--- src/ssp_pkg.sv ---
// Shared widths, register indexes and constants of the smoothstep patch interpolator.
package ssp_pkg;

	localparam int HEIGHT_W    = 16;
	localparam int SPAN_W      = 9;
	localparam int FRAC_W      = 16;
	localparam int WEIGHT_W    = FRAC_W + 1;
	localparam int S_TDATA_W   = 24;
	localparam int M_TDATA_W   = 16;
	localparam int CFG_INDEX_W = 3;
	localparam int CFG_DATA_W  = 16;

	localparam int DIV_BITS   = 4;
	localparam int DIV_STAGES = FRAC_W / DIV_BITS;
	localparam int WEIGHT_LAT = DIV_STAGES + 2;
	localparam int PIPE_DEPTH = WEIGHT_LAT + 2;

	localparam logic [WEIGHT_W-1:0] WEIGHT_ONE = 17'h10000;
	localparam logic [WEIGHT_W:0]   SMOOTH_K   = 18'd196608;

	typedef enum logic [CFG_INDEX_W-1:0] {
		REG_CORNER_TL = 3'd0,
		REG_CORNER_TR = 3'd1,
		REG_CORNER_BL = 3'd2,
		REG_CORNER_BR = 3'd3,
		REG_SPAN_COLS = 3'd4,
		REG_SPAN_ROWS = 3'd5
	} cfg_index_t;

endpackage

--- src/ssp_weight.sv ---
// Pipelined fraction divider and smoothstep weight for one axis.
module ssp_weight (
	input  logic                            clk,
	input  logic [ssp_pkg::WEIGHT_LAT-1:0]  adv,
	input  logic [ssp_pkg::SPAN_W-1:0]      offset,
	input  logic [ssp_pkg::SPAN_W-1:0]      span,
	output logic [ssp_pkg::WEIGHT_W-1:0]    weight
);
	import ssp_pkg::*;

	typedef struct packed {
		logic [SPAN_W-1:0] rem;
		logic [FRAC_W-1:0] quo;
	} div_t;

	function automatic div_t div_steps(div_t d, logic [SPAN_W-1:0] s);
		div_t r;
		logic [SPAN_W:0] t;
		r = d;
		for (int i = 0; i < DIV_BITS; i++) begin
			t = {r.rem, 1'b0};
			if (t >= {1'b0, s}) begin
				t = t - {1'b0, s};
				r.quo = {r.quo[FRAC_W-2:0], 1'b1};
			end else begin
				r.quo = {r.quo[FRAC_W-2:0], 1'b0};
			end
			r.rem = t[SPAN_W-1:0];
		end
		return r;
	endfunction

	div_t                    div_s  [DIV_STAGES];
	logic                    full_s [DIV_STAGES];
	logic [WEIGHT_W-1:0]     frac;
	logic [2*WEIGHT_W-1:0]   p2_s5;
	logic [WEIGHT_W:0]       t_s5;
	logic [3*WEIGHT_W:0]     prod;
	logic [WEIGHT_W-1:0]     weight_s6;

	// clamp: an offset at or beyond the span gives a fraction of exactly one
	assign frac = full_s[DIV_STAGES-1] ? WEIGHT_ONE : {1'b0, div_s[DIV_STAGES-1].quo};
	assign prod = p2_s5 * t_s5;

	always_ff @(posedge clk) begin
		if (adv[0]) begin
			full_s[0] <= offset >= span;
			div_s[0]  <= div_steps('{rem: offset, quo: '0}, span);
		end
		for (int k = 1; k < DIV_STAGES; k++) begin
			if (adv[k]) begin
				full_s[k] <= full_s[k-1];
				div_s[k]  <= div_steps(div_s[k-1], span);
			end
		end
		if (adv[DIV_STAGES]) begin
			p2_s5 <= frac * frac;
			t_s5  <= SMOOTH_K - {frac, 1'b0};
		end
		if (adv[DIV_STAGES+1]) begin
			weight_s6 <= prod[3*FRAC_W:2*FRAC_W];
		end
	end

	assign weight = weight_s6;

endmodule

--- config.mk ---
export PLATFORM = sky130hd
export DESIGN_NAME = ssp_weight
export DESIGN_NICKNAME = d
export VERILOG_FILES = /design/src/ssp_pkg.sv /design/src/ssp_weight.sv
export SDC_FILE = /design/constraint.sdc
export NUM_CORES = 2
export LEC_CHECK = 0
export BUFFER_PORTS_ARGS = -buffer_cell sky130_fd_sc_hd__buf_2
export CORE_MARGIN = 2
export CORE_UTILIZATION = 35
export DETAILED_ROUTE_END_ITERATION = 10
export PLACE_DENSITY_LB_ADDON = 0.1
export SLEW_MARGIN = 30
export SYNTH_ARGS = -nofsm -noshare
export SYNTH_HDL_FRONTEND = slang
export SYNTH_SLANG_ARGS = --single-unit
--- constraint.sdc ---
create_clock -name clk -period 13.4 [get_ports clk]
set_clock_uncertainty 0.1 [all_clocks]
set_input_delay 2.01 -clock clk [delete_from_list [all_inputs] [get_ports clk]]
set_output_delay 2.01 -clock clk [all_outputs]
set_load 0.02 [all_outputs]
After elaboration in Yosys (flattened, before gate mapping)

Memories as Yosys holds them, arrays and structs flattened.
Cells that the tools add are included.

Add/subtract/negate cells: 17
Multiply operators: 2
$lt $le $gt $ge: 17
Muxes and demuxes: 61

Operators with widths:

| kind                   | count |
|---|---|
| $mux 9                 | 32 |
| $ge 10x9->1            | 16 |
| $sub 9x9->9            | 16 |
| $mux 16                | 4 |
| $mul 34x18->49         | 1 |
| $mul 17x17->34         | 1 |
| $mux 1                 | 24 |
| $sub 18x18->18 const A | 1 |
| $mux 17                | 1 |
| $ge 9x9->1             | 1 |

Register bits after elaboration: 69
Memory bits (writable): 104
Bits of input ports: 25
Output and inout port bits: 17
Word-level logic and storage cells: 102
Memories: 2

Memories:

| memory | words | width | read ports | clocked after memory_dff | write ports | RTL line         | text |
|---|---|---|---|---|---|---|---|
| div_s  | 4     | 25    | 4          | 0                        | 4           | ssp_weight.sv:33 | `div_t div_s [DIV_STAGES];` |
| full_s | 4     | 1     | 4          | 0                        | 4           | ssp_weight.sv:34 | `logic full_s [DIV_STAGES];` |

Depth between registers and ports, before layout

An unclocked memory read counts as a cell.

Depth after elaboration: 13
Mapped depth: 44
Depth with buffers taken out: 39

Worst setup path before layout

Ideal clock, no wire load.

Path kind: input to register
Start: input port span[0] in the netlist's numbering
End: memory div_s[0][18] in the netlist's numbering, data pin
Setup time: 0.260 ns
Data arrival time: 10.994 ns
Required time: 13.040 ns
Slack: 2.046 ns
Stages: 40
Buffers on the path: 6
Cells stage by stage: buf_4 > clkbuf_1 > inv_1 > clkbuf_1 > buf_1 > fa_1 > a21o_1 > a21o_1 > a211o_1 > a21oi_1 > nor2_1 > mux2_2 > ha_1 > a21oi_1 > o21bai_1 > a31oi_1 > o21ai_0 > nor3_2 > [... 4 more ...] > a21o_1 > a21oi_1 > o21a_1 > o21ai_0 > a21oi_1 > o31ai_1 > a21oi_1 > buf_2 > mux2_2 > ha_1 > a21o_1 > a21o_1 > a221o_1 > a221oi_1 > nand2_1 > mux2_2 > buf_2 > mux2_2

RTL lines:

| item            | RTL line         | text |
|---|---|---|
| start, declared | ssp_weight.sv:6  | `input logic [ssp_pkg::SPAN_W-1:0] span,` |
| end, declared   | ssp_weight.sv:33 |  |

==> results by stage <==
Floorplan:
- The floorplan step defined a core boundary enclosing between 0.1 and 0.15 sq mm.
- The die is 324 microns tall.
- During I/O placement, the number of pins put on the boundary was 42.
- The overall die area is between 0.1 and 0.15 sq mm.
- The number of rows created at floorplan is 117.
- For this configuration, the core starts out at a cell density of roughly a third.
- The die span in x is ~320 microns.

CTS:
- TritonCTS built the clock tree.
- The post-CTS setup buffer count is 0.
- The post-cts hold buffer count is 0.
- The later pin in the worst-skew pair is clocked with a latency of 510 ps.
- Counting every sink on the clock net gives 137.
- The buffer levels on the longest clock path is 2.
- The H-tree was split into 4 levels.
- The cell at the root of the clock tree is sky130_fd_sc_hd__clkbuf_16.
- The clock slew at the register clock pins of the worst setup and hold paths is roughly 60 ps.
- TritonCTS created 17 clock buffers.
- The number of gates given a new drive strength after cts is 0.

Placement:
- The final estimated routing congestion in global placement is approximately 0.82.
- Input and output buffers added on the ports amount to between 40 and 50.
- The sum of net half-perimeters after detailed placement is just over 70000 microns.

Logic synthesis:
- Synthesis instantiated about 80 different standard cells from the library.
- Among all flip-flop cells after synthesis, the most frequent one is sky130_fd_sc_hd__edfxtp_1.
- The share of synthesized area in the top cell type comes to a little under two fifths.
- During synthesis, Yosys emitted a total of 0 warnings.
- The average instance in the mapped netlist occupies 9.35 sq um.
- The synthesized design contains ~140 register bits.
- Counting flops with an async set or reset pin after synthesis yields a share of 0%.
- The cell count after synthesis is between 3k and 4k.
- The sequential-to-total area share from yosys stat is between 10% and 20%.
- By area the synthesized netlist is led by sky130_fd_sc_hd__fa_1 (37%), sky130_fd_sc_hd__ha_1 (13%), sky130_fd_sc_hd__edfxtp_1 (11%).
- The combined area of all synthesized cells is ~0.036 sq mm.
- Summed over all instances, the cell type with the most area after synthesis is sky130_fd_sc_hd__fa_1.
- The synthesized design contains 137 enable-type register cells.

Hold path:
- The worst hold-check path type is reg2reg.
- In this run the most critical hold path is launched from div_s[2][9].
- Counting instances, the worst hold path has a depth of 0.
- The worst hold path terminates at div_s[3][13].

Global route:
- Global routing consumed, over all layers together, 18.5% of the routing resources.
- The total global routing overflow is 0.
- The wire length of the first global-routing pass is around 150000 microns.
- The initial antenna violation count is 0.
- The number of global-route vias before repair is approximately 27k.
- Entering global routing, the biggest net connects 50 pins.

Worst setup path:
- STA classifies the critical path startpoint as an input port.
- The endpoint identified for the worst register-to-register timing path is div_s[2][21].
- In this design, the largest share of critical-path delay is due to compound AO/OA/AOI/OAI gates.
- The source of the worst register-to-register timing path is div_s[1][17].
- The slack of the worst reg-to-reg path is around 4100 ps.
- The number of cells on the worst reg-to-reg path is 31.
- Data on the critical path is required at its endpoint by ~14000 ps.
- The arrival time at the worst endpoint is ~11000 ps.
- STA classifies the critical path endpoint as a flop.
- The start-to-end type of the worst setup path is in2reg.
- Of all nets on the critical path, the largest fanout is 17.
- On the worst path, the slowest cell contributes a delay of approximately 490 ps.
- For this design, the slowest cell found on the critical path is sky130_fd_sc_hd__nor2_1.
- The critical path contains buffers and inverters numbering 4 combined.

Routing:
- After detailed routing, the number of remaining DRC violations is 0.
- The number of nets still failing antenna checks after routing is 0.
- The detailed-route wire length per cell is 17.7 microns.
- The mean number of vias per cell is about 4.8.
- The first-pass iteration count of the detailed router is 5.
- The overall via count from detail_route is 25.0k.
- The total wirelength of the detailed-routed design is roughly 90000 microns.
- The first routing iteration left approximately 1.1k violations.

Timing:
- The final setup violation count is 0.
- The worst path needs 11350 ps of the cycle, external delays included.
- The final-report hold violation count is 0.
- The final count of pins violating max slew was 0.
- The ratio of final minimum period to clock period is between 80% and 90%.
- The top achievable clock speed is roughly 0.088 GHz.
- Setup repair after global routing left no endpoint under its margin.
- For the pin with the worst max-slew slack, the measured transition is between 900 and 1000 ps.
- The total negative slack for setup checks is 0 ps.
- The relative max-transition margin is 38.8%.

Layout:
- The count of nets after finishing is approximately 4.9k.
- The synthesis-to-finish area growth is 7.03%.
- The repair_antennas step left the layout with diodes totalling 0.
- Cells with a size suffix above 1 make up roughly 5.6% of the layout.

Outcome:
- The run finished with clean final reports.

Job:
- The count of max-cap constraint violations is 0.
==> cells in the mapped netlist (all sizes together), types with 18 or more instances <==
cell type  count
inv          799
fa           661
nand2        469
ha           386
and2         276
edfxtp       137
a21oi        122
clkbuf       120
nor2         117
xnor2        104
a21o          87
o21ai         84
mux2          64
nor2b         48
xor2          44
nor3          38
nand3         27
o21bai        24
nand2b        21
o21a          18
==> worst reg2reg max path: cells and delay by family, from the launching register on <==
kind	cells	cell delay [ps]
AND/OR/NAND/NOR	3	1390
AO/OA/AOI/OAI	18	3870
multiplexers	5	1660
flip-flops	1	420
adder cells (fa/ha/maj)	4	1370
buffers and inverters	1	220
==> routing by layer <==
layer | up-vias | wire (microns) | global-route usage (%)
li1 | 12000 | - | -
met1 | 12700 | 44400 | 25.8
met2 | 344 | 44100 | 31.5
met3 | 72 | 2560 | 1.91
met4 | 0 | 1270 | 3.44
met5 | - | 0 | 0
==> stage by stage <==
step / cell area [sq um] / setup WS, ps / cells / utilization (%) / hold WS, ps
5_1_grt: 38300 / 1180 / 5227 / 37.7 / 323
2_1_floorplan: 35900 / 2050 / 3857 / - / 300
3_3_place_gp: 37800 / 1620 / 5194 / 37.2 / 302
4_1_cts: 38300 / 1990 / 5227 / 37.7 / 321
3_5_place_dp: 37800 / 1470 / 5195 / 37.2 / 305
6_report: 38300 / 2050 / 5227 / 37.7 / 319
==> worst max path at each step <==
stage                     startpoint           end  slack [ps]  depth (start not counted)
final                        span[1]  div_s[0][23]        2050                         38
after detailed placement     span[1]  div_s[0][18]        1470                         38
after global placement       span[1]  div_s[2][21]        1620                         33
after CTS                    span[1]  div_s[0][18]        1990                         38
after global routing         span[1]  div_s[0][21]        1180                         38
after floorplan              span[0]  div_s[0][18]        2050                         40
==> state kept, by name, summed over array words and instances, names as in the netlist <==
signal,flops
full_s,4
weight,17
div_s,67
p2_s5,33
t_s5,16
==> logic make-up after synthesis <==
group	synth area share, %
xor+xnor	3.62
compound gates	8.12
simple gates	14.3
fa+ha+maj	50.4
other cells	0.0210
flops	11.5
mux	2.22
buf+inv	9.78
==> placed cells by master (no fill, tap or decap), types with 6 or more instances in the layout <==
master | synthesis | routed
sky130_fd_sc_hd__o21ai_0 | 77 | 77
sky130_fd_sc_hd__nand2_1 | 469 | 469
sky130_fd_sc_hd__nand2b_1 | 21 | 21
sky130_fd_sc_hd__inv_1 | 797 | 797
sky130_fd_sc_hd__a31oi_1 | 10 | 10
sky130_fd_sc_hd__o21bai_1 | 23 | 23
sky130_fd_sc_hd__buf_2 | 5 | 41
sky130_fd_sc_hd__nand3_1 | 27 | 27
sky130_fd_sc_hd__or3_1 | 11 | 11
sky130_fd_sc_hd__a21oi_1 | 120 | 120
sky130_fd_sc_hd__nor3_1 | 37 | 37
sky130_fd_sc_hd__a211oi_1 | 9 | 9
sky130_fd_sc_hd__a21boi_0 | 10 | 10
sky130_fd_sc_hd__fa_1 | 661 | 661
sky130_fd_sc_hd__clkbuf_16 | 0 | 17
sky130_fd_sc_hd__a21o_1 | 87 | 87
sky130_fd_sc_hd__o21a_1 | 18 | 18
sky130_fd_sc_hd__nand4_1 | 13 | 13
sky130_fd_sc_hd__edfxtp_1 | 137 | 137
sky130_fd_sc_hd__xnor2_1 | 104 | 104
sky130_fd_sc_hd__buf_4 | 2 | 58
sky130_fd_sc_hd__conb_1 | 2 | 30
sky130_fd_sc_hd__and4_1 | 7 | 7
sky130_fd_sc_hd__o211ai_1 | 8 | 8
sky130_fd_sc_hd__a211o_1 | 6 | 6
sky130_fd_sc_hd__and3_1 | 13 | 13
sky130_fd_sc_hd__xor2_1 | 44 | 44
sky130_fd_sc_hd__ha_1 | 386 | 386
sky130_fd_sc_hd__nor2b_1 | 48 | 48
sky130_fd_sc_hd__and2_1 | 276 | 276
sky130_fd_sc_hd__nor2_1 | 117 | 117
sky130_fd_sc_hd__mux2_2 | 64 | 64
sky130_fd_sc_hd__a221o_1 | 7 | 7
==> layout make-up <==
cell class	count	area [sq um]
clock buffers	19	433
clock inverters	13	95.1
fillers	10600	63300
inverters	799	3000
multi-input cells	2791	28300
flip-flops and latches	137	4110
well taps	1368	1710
repair buffers	100	656
Power is left out: the tool's default activity adds up to more than one toggle a clock period on the data nets, which glitch-free logic cannot reach.
